===== config.mk =====
export PLATFORM = sky130hd
export DESIGN_NAME = aae_ctrl
export DESIGN_NICKNAME = d
export VERILOG_FILES = /design/src/rtl/aae_pkg.sv /design/src/rtl/aae_ctrl.sv
export SDC_FILE = /design/constraint.sdc
export NUM_CORES = 1
export LEC_CHECK = 0
export CORE_AREA = 2 2 39 41
export CTS_BUF_LIST = sky130_fd_sc_hd__clkbuf_16
export DETAILED_ROUTE_END_ITERATION = 8
export DIE_AREA = 0 0 41 43
export DONT_BUFFER_PORTS = 1
export MAX_ROUTING_LAYER = met4
export PLACE_DENSITY_LB_ADDON = 0.08
export SYNTH_ARGS = -nofsm -noshare
export SYNTH_HDL_FRONTEND = slang
export SYNTH_SLANG_ARGS = --single-unit
export TNS_END_PERCENT = 50

===== constraint.sdc =====
create_clock -name clock -period 1.6 [get_ports clock]
set_input_delay 0.24 -clock clock [delete_from_list [all_inputs] [get_ports clock]]
set_output_delay 0.24 -clock clock [all_outputs]
set_load 0.005 [all_outputs]

===== src/rtl/aae_pkg.sv =====
// Package: widths, codes and control types of the arithmetic encoder
`timescale 1ns / 1ps
package aae_pkg;
   localparam int DEF_CODE_BITS     = 16;
   localparam int DEF_ALPHABET_SIZE = 257;

   localparam int COUNT_W   = 14;
   localparam int PEND_W    = 16;
   localparam int SYM_IN_W  = 9;
   localparam int INC_W     = 8;
   localparam int CSR_W     = 14;
   localparam int CSR_IDX_W = 1;

   localparam logic [COUNT_W-1:0] COUNT_MAX  = 14'h3FFF;
   localparam logic [PEND_W-1:0]  PEND_MAX   = 16'hFFFF;
   localparam logic [COUNT_W-1:0] THR_RESET  = 14'd16383;
   localparam logic [INC_W-1:0]   INC_RESET  = 8'd32;

   localparam logic [CSR_IDX_W-1:0] REG_THRESHOLD = 1'd0;
   localparam logic [CSR_IDX_W-1:0] REG_INCREMENT = 1'd1;

   typedef struct packed {
      logic capture;
      logic clear_step;
      logic rd_sym;
      logic rd_next;
      logic cap_lo;
      logic mul_hi;
      logic mul_lo;
      logic div_start;
      logic cap_q_hi;
      logic narrow;
      logic renorm;
      logic flush;
      logic finish;
      logic model_start;
      logic halve_rd;
      logic halve_wr;
      logic inc_prep;
      logic inc_rd;
      logic inc_wr;
   } aae_cmd_type;

   typedef struct packed {
      logic clear_last;
      logic is_finish;
      logic sym_bad;
      logic div_busy;
      logic renorm_stop;
      logic held_valid;
      logic push_ok;
      logic halve_need;
      logic walk_zero;
   } aae_status_type;
endpackage


===== src/rtl/aae_ctrl.sv =====
// Controller: sequences reads, divisions, renormalization and model walks
`timescale 1ns / 1ps
module aae_ctrl import aae_pkg::*; (
   input  logic           clock,
   input  logic           reset,
   input  logic           req_valid,
   output logic           req_ready,
   input  aae_status_type status,
   output aae_cmd_type    cmd
);
   localparam logic [4:0] S_CLEAR    = 5'd0;
   localparam logic [4:0] S_IDLE     = 5'd1;
   localparam logic [4:0] S_DISPATCH = 5'd2;
   localparam logic [4:0] S_RD_LO    = 5'd3;
   localparam logic [4:0] S_CAP_LO   = 5'd4;
   localparam logic [4:0] S_MUL_HI   = 5'd5;
   localparam logic [4:0] S_DIV_HI   = 5'd6;
   localparam logic [4:0] S_WAIT_HI  = 5'd7;
   localparam logic [4:0] S_MUL_LO   = 5'd8;
   localparam logic [4:0] S_DIV_LO   = 5'd9;
   localparam logic [4:0] S_WAIT_LO  = 5'd10;
   localparam logic [4:0] S_RENORM   = 5'd11;
   localparam logic [4:0] S_FLUSH    = 5'd12;
   localparam logic [4:0] S_MODEL    = 5'd13;
   localparam logic [4:0] S_HALVE_RD = 5'd14;
   localparam logic [4:0] S_HALVE_WR = 5'd15;
   localparam logic [4:0] S_INC_PREP = 5'd16;
   localparam logic [4:0] S_INC_RD   = 5'd17;
   localparam logic [4:0] S_INC_WR   = 5'd18;
   localparam logic [4:0] S_FINISH   = 5'd19;

   logic [4:0] state_ff, state_in;

   always_comb begin
      state_in = state_ff;
      cmd      = '0;
      unique case (state_ff)
         S_CLEAR: begin
            cmd.clear_step = 1'b1;
            if (status.clear_last) state_in = S_IDLE;
         end
         S_IDLE: begin
            if (req_valid) begin
               cmd.capture = 1'b1;
               state_in    = S_DISPATCH;
            end
         end
         S_DISPATCH: begin
            if (status.is_finish) begin
               state_in = S_FINISH;
            end else if (status.sym_bad) begin
               state_in = S_IDLE;
            end else begin
               cmd.rd_sym = 1'b1;
               state_in   = S_RD_LO;
            end
         end
         S_RD_LO: begin
            cmd.rd_next = 1'b1;
            state_in    = S_CAP_LO;
         end
         S_CAP_LO: begin
            cmd.cap_lo = 1'b1;
            state_in   = S_MUL_HI;
         end
         S_MUL_HI: begin
            cmd.mul_hi = 1'b1;
            state_in   = S_DIV_HI;
         end
         S_DIV_HI: begin
            cmd.div_start = 1'b1;
            state_in      = S_WAIT_HI;
         end
         S_WAIT_HI: begin
            if (!status.div_busy) begin
               cmd.cap_q_hi = 1'b1;
               state_in     = S_MUL_LO;
            end
         end
         S_MUL_LO: begin
            cmd.mul_lo = 1'b1;
            state_in   = S_DIV_LO;
         end
         S_DIV_LO: begin
            cmd.div_start = 1'b1;
            state_in      = S_WAIT_LO;
         end
         S_WAIT_LO: begin
            if (!status.div_busy) begin
               cmd.narrow = 1'b1;
               state_in   = S_RENORM;
            end
         end
         S_RENORM: begin
            cmd.renorm = 1'b1;
            if (status.renorm_stop) state_in = S_FLUSH;
         end
         S_FLUSH: begin
            cmd.flush = 1'b1;
            if (!status.held_valid || status.push_ok) begin
               state_in = status.is_finish ? S_CLEAR : S_MODEL;
            end
         end
         S_MODEL: begin
            cmd.model_start = 1'b1;
            state_in        = status.halve_need ? S_HALVE_RD : S_INC_PREP;
         end
         S_HALVE_RD: begin
            cmd.halve_rd = 1'b1;
            state_in     = S_HALVE_WR;
         end
         S_HALVE_WR: begin
            cmd.halve_wr = 1'b1;
            state_in     = status.walk_zero ? S_INC_PREP : S_HALVE_RD;
         end
         S_INC_PREP: begin
            cmd.inc_prep = 1'b1;
            state_in     = S_INC_RD;
         end
         S_INC_RD: begin
            cmd.inc_rd = 1'b1;
            state_in   = S_INC_WR;
         end
         S_INC_WR: begin
            cmd.inc_wr = 1'b1;
            state_in   = status.walk_zero ? S_IDLE : S_INC_RD;
         end
         S_FINISH: begin
            cmd.finish = 1'b1;
            state_in   = S_FLUSH;
         end
         default: state_in = S_CLEAR;
      endcase
   end

   always_ff @(posedge clock) begin
      if (reset) begin
         state_ff <= S_CLEAR;
      end else begin
         state_ff <= state_in;
      end
   end

   assign req_ready = state_ff == S_IDLE;
endmodule


==> impl_metrics.ini, run 1 <==
[run_status]
status = complete, but fails checks
violations_in_the_final_reports = setup timing

[power_and_ir_drop]
power.leakage_nw = 0.361
power.sequential.fraction_pct = 13.6
cellPowerDensity_nw_per_um2 = 2230
switching_share_pct = 42.3
switching_power_mw = 0.883
power.internal_mw = 1.20
finalPower_mw = 2.09
peakVddDrop_uv = 1660
comb_power_share_pct = 67.3
share_clk_of_total_power_pct = 19.1

[critical_path]
worstReg2RegStart = state_ff[2]$_SDFFE_PP0P_
crit_path_end = state_ff[0]$_SDFFE_PP0P_
reg2reg_slack_ps = -3
critPathCaptureType = register
timing.critical_path.from_type = register
cp.required_ps = 1730
timing.critical_path.arrival_ps = 1730
startpoint = state_ff[2]$_SDFFE_PP0P_
timing_worst_setup_path_type = reg -> reg
timing.reg2reg.worst_path_depth = 5
worstReg2RegEnd = state_ff[0]$_SDFFE_PP0P_
critical_path.max_fanout = 5

[global_routing]
wire_length_of_the_first_global_routing_pass_mm = 2.94
grt_pass1_vias = 688
gr-total-overflow = 0
initial_antenna_violation_count = 0
pin_count_of_the_biggest_net_entering_global_routing = 15
grt_usage_pct = 24.3

[detailed_routing]
detail_route.wirelength_mm = 2.08
dr.first_iter.drc_count = 12
drt-vias-per-instance = 5.77
ant_nets = 0
post-route-drc-count = 0
route.detailed.wl_per_inst_um = 15.2
firstDrtPassIters = 4
vias = 791

[logic_synthesis]
synth-async-reset-ratio_pct = 0
ys_dominant_reg_cell = sky130_fd_sc_hd__dfxtp_1
synth.ff_latch_count = 5
yosysMostFrequentCell = sky130_fd_sc_hd__nor2_1
post_synth_main_area_contributors = sky130_fd_sc_hd__dfxtp_1 (15%), sky130_fd_sc_hd__nor2_1 (13%), sky130_fd_sc_hd__a21oi_1 (6.9%)
synth_nets = 115
netlist_area_um2 = 657
synth_edf_count = 0
netlist.top_cell.by_area = sky130_fd_sc_hd__dfxtp_1
synth_sequential_area_ratio_pct = 15.2
synth_area_per_cell_um2 = 6.38
synth_top_cell_area_share_pct = 15.2
synthTopCellsByCount = sky130_fd_sc_hd__nor2_1 (22), sky130_fd_sc_hd__a21oi_1 (9), sky130_fd_sc_hd__nor3_1 (7)
synth-warning-count = 0
synth.lib_cells_used.distinct = 36
synth_cells = 103

[placed_design]
placer_s_final_routability_congestion_estimate = 0.821
dp_hpwl_mm = 1.46
buffer_ports.inserted = 0

[sta]
postLayoutSetupSlackWorst_ps = -3.34
maxSlewViolCount = 0
final.period_utilization_pct = 100
timing.setup.tns_ps = -3.34
rel_slew_slack_pct = 77.9
tightest_slew_ps = 328
min_period_ps = 1600
clock.fmax_mhz = 624
rsz0062_at_grt = true
hold_viol = 0
clock-skew-final_ps = 0.727
setup-violations-final = 1

[floorplanning]
die_h_um = 43
rows = 14
io_pins = 32
core_region_area_um2 = 1380
start_util_pct = 47.5
floorplan.die.width_um = 41
die_area_um2 = 1760

[flow_run]
cap_viol_max_count = 0

[cts]
clock_latency_ps = 220
cts.path.max_buffers = 2
cts.hold.buffers_added = 0
cts.sink_count = 5
cts.root.buffer_cell = sky130_fd_sc_hd__clkbuf_16
numCtsBuffers = 3
cts_tree = done
htree_num_levels = 1
clk_pin_slew_worst_paths_ps = 30

[finish]
registers.top_by_ff_count = state_ff
postLayoutCoreUtil_pct = 67.6
diodes = 0
top_regs = state_ff x5
nets = 134
layout-drive-gt1-share_pct = 33.9
largest_register_ffs = 5
area_growth_pct = 42.5

[worst_hold_path]
holdCritPathClass = in -> reg
worst_hold_path.num_cells = 1
worst min path at each step:
stage                     start                  endpoint
final                     reset  state_ff[4]$_SDFFE_PP0P_
after detailed placement  reset  state_ff[4]$_SDFFE_PP0P_
after floorplan           reset  state_ff[4]$_SDFFE_PP0P_
after CTS                 reset  state_ff[4]$_SDFFE_PP0P_
after global placement    reset  state_ff[4]$_SDFFE_PP0P_
after global routing      reset  state_ff[2]$_SDFFE_PP0P_
layer usage:
| metal | track usage, % | vias up | part of all wire (%) |
|---|---|---|---|
| met3 | 7.33 | 0 | 7.4 |
| li1 | - | 404 | - |
| met2 | 37.2 | 33 | 49 |
| met5 | - | - | 0 |
| met4 | 2.00 | 0 | 0 |
| met1 | 32.2 | 354 | 43 |
cells by family (layout without fill, tap and decap cells):
logic type	Yosys count	count (layout)	share of synthesized area (%)
AO/OA/AOI/OAI	31	31	35.0
XOR/XNOR	1	1	1.33
buffers and inverters	14	32	9.33
flip-flops	5	5	15.2
AND/OR/NAND/NOR	52	52	39.0
metrics by stage:
stage               std cells  hold WS, ps  setup slack [ps]  cell area [um2]
floorplan                 103          309              15.3              663
global placement          131          313              46.8              795
detailed placement        131          313              16.2              795
CTS                       135         81.1             -3.35              901
global route              137         82.7             -67.8              936
finish                    137         81.6             -3.34              936
critical path, cell delays in order, from the launching register on:
cell and delay, ps:
sky130_fd_sc_hd__dfxtp_2 320, sky130_fd_sc_hd__or3_4 410, sky130_fd_sc_hd__a2111oi_4 270, sky130_fd_sc_hd__a31oi_2 120, sky130_fd_sc_hd__a211o_1 310, sky130_fd_sc_hd__o31ai_1 60
power by group through the flow:
stage               Clock [mW]  Combinational, mW  Sequential, mW
floorplan                    0              0.857           0.232
global placement             0               1.23           0.258
detailed placement           0               1.24           0.261
CTS                      0.401               1.30           0.266
global route             0.410               1.56           0.290
finish                   0.398               1.40           0.284
layout make-up:
cell class / count / area (um2)
clock buffer: 3 / 75.1
clock inverter: 1 / 3.75
fill: 124 / 448
inverter: 6 / 22.5
multi-input combinational: 84 / 534
sequential: 5 / 108
tap: 16 / 20.0
timing repair buffer: 22 / 173
layout by cell type (no fill, tap or decap), drive strengths merged, types with 2 or more instances in the layout:
master   n
clkbuf   3
nor3     7
a21oi    9
a31oi    4
o31ai    2
dfxtp    5
buf     22
o21ai    6
nor2b    3
inv      7
nand2    5
nor2    23
or3      2
nand2b   3
nand3b   2
repair_timing:
item,4_1_cts,5_1_grt
buffers inserted,0,2
pin swaps,1,4
gates resized for setup,7,8
endpoints found under the setup margin,5,10
No activity file was read; power rests on OpenSTA's default activity.
==> run 2, diff against run 1 <==
--- a/config.mk
+++ b/config.mk
@@ -5,10 +5,11 @@
 export SDC_FILE = /design/constraint.sdc
 export NUM_CORES = 1
 export LEC_CHECK = 0
-export CORE_AREA = 2 2 39 41
+export CELL_PAD_IN_SITES_DETAIL_PLACEMENT = 1
+export CELL_PAD_IN_SITES_GLOBAL_PLACEMENT = 1
+export CORE_UTILIZATION = 35
 export CTS_BUF_LIST = sky130_fd_sc_hd__clkbuf_16
 export DETAILED_ROUTE_END_ITERATION = 8
-export DIE_AREA = 0 0 41 43
 export DONT_BUFFER_PORTS = 1
 export MAX_ROUTING_LAYER = met4
 export PLACE_DENSITY_LB_ADDON = 0.08
==> impl_metrics.ini, run 2 (synthesis results as in run 1) <==
[run_status]
status = complete, but fails checks
violations_in_the_final_reports = setup timing

[finish]
postLayoutCoreUtil_pct = 56.6
final_cell_mix = sky130_fd_sc_hd__nor2_1 (21), sky130_fd_sc_hd__buf_4 (17), sky130_fd_sc_hd__a21oi_1 (9), sky130_fd_sc_hd__inv_1 (6), sky130_fd_sc_hd__o21ai_0 (6)
most_common_library_cell_in_the_layout_ignoring_fill_and_taps = sky130_fd_sc_hd__nor2_1
area_growth_pct = 50.5
layout-drive-gt1-share_pct = 36.4
number_of_fill_cells_in_the_layout = 224
registers.top_by_ff_count = state_ff
nets = 134
largest_register_ffs = 5
diodes = 0
top_regs = state_ff x5

[placed_design]
placer_s_final_routability_congestion_estimate = 0.818
buffer_ports.inserted = 0
dp_hpwl_mm = 1.77

[power_and_ir_drop]
share_clk_of_total_power_pct = 17.8
peakVddDrop_uv = 1400
power.leakage_nw = 0.371
comb_power_share_pct = 70.9
cellPowerDensity_nw_per_um2 = 2250
finalPower_mw = 2.23
power.internal_mw = 1.27
switching_power_mw = 0.960
switching_share_pct = 43.1
power.sequential.fraction_pct = 11.3

[detailed_routing]
vias = 820
met1Wirelength_mm = 1.09
drt-vias-per-instance = 5.62
detail_route.wirelength_mm = 2.33
post-route-drc-count = 0
firstDrtPassIters = 4
dr_wl_met2_mm = 1.16
met3_routed_wirelength_um = 75
highest_layer = met3
dr.first_iter.drc_count = 18
ant_nets = 0
route.detailed.wl_per_inst_um = 16.0

[cts]
cts_tree = done
htree_num_levels = 1
clk_pin_slew_worst_paths_ps = 30
clock_latency_ps = 220
cts.sink_count = 5
cts.path.max_buffers = 2
cts.root.buffer_cell = sky130_fd_sc_hd__clkbuf_16
numCtsBuffers = 3

[critical_path]
timing_worst_setup_path_type = reg -> reg
cpPeakStageDelay_ps = 420
timing.critical_path.cells = inv_2 -> or3_4 -> o32a_1 -> a211o_1 -> o31ai_1
reg2reg_slack_ps = -50
worstReg2RegEnd = state_ff[0]$_SDFFE_PP0P_
worstReg2RegStart = state_ff[3]$_SDFFE_PP0P_
critical_path.max_fanout = 6
critPathSlowestCell = sky130_fd_sc_hd__o32a_1
cp.required_ps = 1730
timing.critical_path.arrival_ps = 1780
critPathCaptureType = register
startpoint = state_ff[3]$_SDFFE_PP0P_
timing.reg2reg.worst_path_depth = 5
crit_path_end = state_ff[0]$_SDFFE_PP0P_
timing.critical_path.from_type = register

[sta]
setup-violations-final = 4
hold_viol = 0
rel_slew_slack_pct = 67.6
clock.fmax_mhz = 606
maxSlewViolCount = 0
timing.setup.tns_ps = -95.6
min_period_ps = 1650
postLayoutSetupSlackWorst_ps = -49.7
clock-skew-final_ps = 0.524
final.period_utilization_pct = 103
tightest_slew_ps = 479
rsz0062_at_grt = true

[flow_run]
cap_viol_max_count = 0

[floorplanning]
die_area_um2 = 2050
rows = 15
die_h_um = 45.3
core_region_area_um2 = 1750
floorplan.die.width_um = 45.3
start_util_pct = 37.6
io_pins = 32

[global_routing]
initial_antenna_violation_count = 0
pin_count_of_the_biggest_net_entering_global_routing = 20
grt_pass1_vias = 722
gr-total-overflow = 0
grt_usage_pct = 25.7
wire_length_of_the_first_global_routing_pass_mm = 3.64

[worst_hold_path]
holdCritPathClass = in -> reg
hold_path_startpoint = reset
worst_hold_path.num_cells = 1
==> run 2: cell counts in the layout (fill, tap and decap cells not counted) <==
Identical to the previous run, type by type.
==> run 2: worst max-delay path, delay by kind of cell (launching register included) <==
family,cells,cell delay [ps]
compound gates,3,770
buf+inv,1,50
flops,1,350
simple gates,1,380
==> run 2: what timing repair did <==
action / in CTS / in global routing
gates cloned: 0 / 1
setup endpoints to repair: 8 / 11
pin swaps: 2 / 6
resized for setup: 9 / 10
hold buffers: 0 / 0
buffers inserted: 0 / 2
==> run 2: power groups by stage <==
| stage | combinational (mW) | clock [mW] | sequential (mW) |
|---|---|---|---|
| after global routing | 1.71 | 0.415 | 0.258 |
| after CTS | 1.43 | 0.403 | 0.242 |
| after floorplan | 0.857 | 0 | 0.232 |
| final | 1.58 | 0.395 | 0.252 |
| after global placement | 1.31 | 0 | 0.231 |
| after detailed placement | 1.34 | 0 | 0.236 |
==> run 2: worst min-delay path by stage <==
stage	to	slack, ps
floorplan	state_ff[4]$_SDFFE_PP0P_	310
global placement	state_ff[4]$_SDFFE_PP0P_	320
detailed placement	state_ff[4]$_SDFFE_PP0P_	320
CTS	state_ff[2]$_SDFFE_PP0P_	80
global route	state_ff[2]$_SDFFE_PP0P_	80
finish	state_ff[2]$_SDFFE_PP0P_	80
==> run 2: final cells by class <==
| cell class | count | area [um2] | area share, % |
|---|---|---|---|
| clock buffers | 3 | 75.1 | 7.59 |
| clock inverters | 1 | 3.75 | 0.380 |
| inverters | 6 | 22.5 | 2.28 |
| multi-input cells | 84 | 566 | 57.2 |
| flip-flops and latches | 5 | 104 | 10.5 |
| well taps | 25 | 31.3 | 3.16 |
| repair buffers | 22 | 186 | 18.9 |
==> run 2: stage by stage <==
| stage | setup slack, ps | hold slack, ps | area, um2 | std cells |
|---|---|---|---|---|
| 2_1_floorplan | 15.3 | 309 | 663 | 103 |
| 5_1_grt | -88.1 | 75.2 | 988 | 146 |
| 3_3_place_gp | 41.1 | 320 | 811 | 139 |
| 6_report | -49.7 | 76.2 | 988 | 146 |
| 4_1_cts | -36.8 | 84.2 | 923 | 143 |
| 3_5_place_dp | -26.3 | 321 | 811 | 139 |
==> run 2: per-layer routing <==
layer,GRT usage [%],up-vias
li1,-,412
met1,37.2,384
met2,36.8,24
met3,3.20,0
met4,7.88,0
met5,-,-
==> run 3, diff against run 2 <==
--- a/config.mk
+++ b/config.mk
@@ -13,6 +13,7 @@
 export DONT_BUFFER_PORTS = 1
 export MAX_ROUTING_LAYER = met4
 export PLACE_DENSITY_LB_ADDON = 0.08
+export SKIP_LAST_GASP = 1
 export SYNTH_ARGS = -nofsm -noshare
 export SYNTH_HDL_FRONTEND = slang
 export SYNTH_SLANG_ARGS = --single-unit
==> impl_metrics.ini, run 3 (synthesis results as in run 1) <==
[run_status]
status = complete, but fails checks
violations_in_the_final_reports = setup timing

[sta]
rsz0062_at_grt = true
min_period_ps = 1650
setup-violations-final = 5
clock.fmax_mhz = 605
postLayoutSetupSlackWorst_ps = -53.4
hold_viol = 0
timing.setup.tns_ps = -188
maxSlewViolCount = 0
hold-worst-slack_ps = 87.3
rel_slew_slack_pct = 67.6
final.period_utilization_pct = 103
tightest_slew_ps = 480
clock-skew-final_ps = 0.387

[finish]
top_regs = state_ff x5
diodes = 0
layout-drive-gt1-share_pct = 34.7
number_of_fill_cells_in_the_layout = 224
largest_register_ffs = 5
final-seq-area_um2 = 104
most_common_library_cell_in_the_layout_ignoring_fill_and_taps = sky130_fd_sc_hd__nor2_1
postLayoutCoreUtil_pct = 56.1
registers.top_by_ff_count = state_ff
nets = 134
final_area_um2 = 978
final_cell_mix = sky130_fd_sc_hd__nor2_1 (21), sky130_fd_sc_hd__buf_4 (17), sky130_fd_sc_hd__a21oi_1 (9), sky130_fd_sc_hd__inv_1 (6), sky130_fd_sc_hd__o21ai_0 (6)
area_growth_pct = 49.0
footprint_of_the_multi_input_gates_um2 = 556

[critical_path]
sum_of_buffers_and_inverters_on_the_critical_path = 1
cpPeakStageDelay_ps = 430
critical_path.max_fanout = 6
timing_worst_setup_path_type = reg -> reg
critPathSlowestCell = sky130_fd_sc_hd__o32a_1
timing.critical_path.from_type = register
timing.critical_path.arrival_ps = 1790
reg2reg_slack_ps = -50
cp.required_ps = 1730
cp_top_family = compound AO/OA/AOI/OAI gates
critPathCaptureType = register
timing.critical_path.cells = inv_2 -> or3_4 -> o32a_1 -> a211o_1 -> o31ai_1

[power_and_ir_drop]
power.leakage_nw = 0.370
cellPowerDensity_nw_per_um2 = 2270
finalPower_mw = 2.22
peakVddDrop_uv = 1400

[global_routing]
pin_count_of_the_biggest_net_entering_global_routing = 20
grt_pass1_vias = 726
wire_length_of_the_first_global_routing_pass_mm = 3.64
initial_antenna_violation_count = 0
grt_usage_pct = 25.6
gr-total-overflow = 0

[cts]
htree_num_levels = 1
cts_tree = done
clk_pin_slew_worst_paths_ps = 30
cts.sink_count = 5
cts.root.buffer_cell = sky130_fd_sc_hd__clkbuf_16
clock_latency_ps = 230
cts.path.max_buffers = 2
numCtsBuffers = 3

[placed_design]
placement.cell_area_um2 = 811
dp_hpwl_mm = 1.77
placer_s_final_routability_congestion_estimate = 0.818
buffer_ports.inserted = 0

[detailed_routing]
firstDrtPassIters = 4
route.detailed.wl_per_inst_um = 16.4
detail_route.wirelength_mm = 2.40
drt-vias-per-instance = 5.60
dr.first_iter.drc_count = 28
post-route-drc-count = 0
vias = 817
ant_nets = 0

[worst_hold_path]
holdCritPathClass = in -> reg

[floorplanning]
floorplan.die.width_um = 45.3
rows = 15
io_pins = 32
core_region_area_um2 = 1750
die_area_um2 = 2050
die_h_um = 45.3
start_util_pct = 37.6

[flow_run]
cap_viol_max_count = 0
-- run 3: cell counts in the layout (fill, tap and decap cells not counted) --
No cell type changed its count.
-- run 3: layout make-up --
class / count / share of cell area (%)
Clock inverter: 1 / 0.384
Sequential cell: 5 / 10.6
Inverter: 6 / 2.30
Multi-Input combinational cell: 84 / 56.8
Timing Repair Buffer: 22 / 19.1
Tap cell: 25 / 3.20
Clock buffer: 3 / 7.67
-- run 3: through the flow --
| stage | std cells | setup WS [ps] |
|---|---|---|
| after floorplan | 103 | 15.3 |
| after global placement | 139 | 41.1 |
| after detailed placement | 139 | -26.3 |
| after CTS | 143 | -37.2 |
| after global routing | 146 | -108 |
| final | 146 | -53.4 |
-- run 3: final timing paths --
check	endpoint	depth (start not counted)	from
hold reg to reg	state_ff[2]$_SDFFE_PP0P_	2	state_ff[2]$_SDFFE_PP0P_
setup / recovery	state_ff[0]$_SDFFE_PP0P_	5	state_ff[3]$_SDFFE_PP0P_
setup reg to reg	state_ff[0]$_SDFFE_PP0P_	5	state_ff[3]$_SDFFE_PP0P_
hold / removal	state_ff[4]$_SDFFE_PP0P_	1	reset
-- run 3: what timing repair did --
action                                  in CTS  in global routing
pin swaps                                    1                  3
cloned                                       0                  1
resized for setup                            9                  8
endpoints found under the setup margin       8                 11
hold buffers                                 0                  0
setup buffers                                0                  2
-- run 3: worst register-to-register path: stages, from the launching register on --
cell	delay [ps]
sky130_fd_sc_hd__dfxtp_2	360
sky130_fd_sc_hd__inv_2	50
sky130_fd_sc_hd__or3_4	380
sky130_fd_sc_hd__o32a_1	430
sky130_fd_sc_hd__a211o_1	290
sky130_fd_sc_hd__o31ai_1	60
-- run 3: metal layers --
metal / GRT usage, % / vias up / share of wire [%]
met5: - / - / 0
met4: 7.88 / 0 / 0.54
met3: 3.20 / 2 / 3.5
met2: 37.1 / 22 / 49
met1: 36.7 / 383 / 47
li1: - / 410 / -
-- run 3: power by group --
group	switching, mW	internal (mW)
Clock	0.0761	0.323
Combinational	0.819	0.750
Sequential	0.0689	0.187
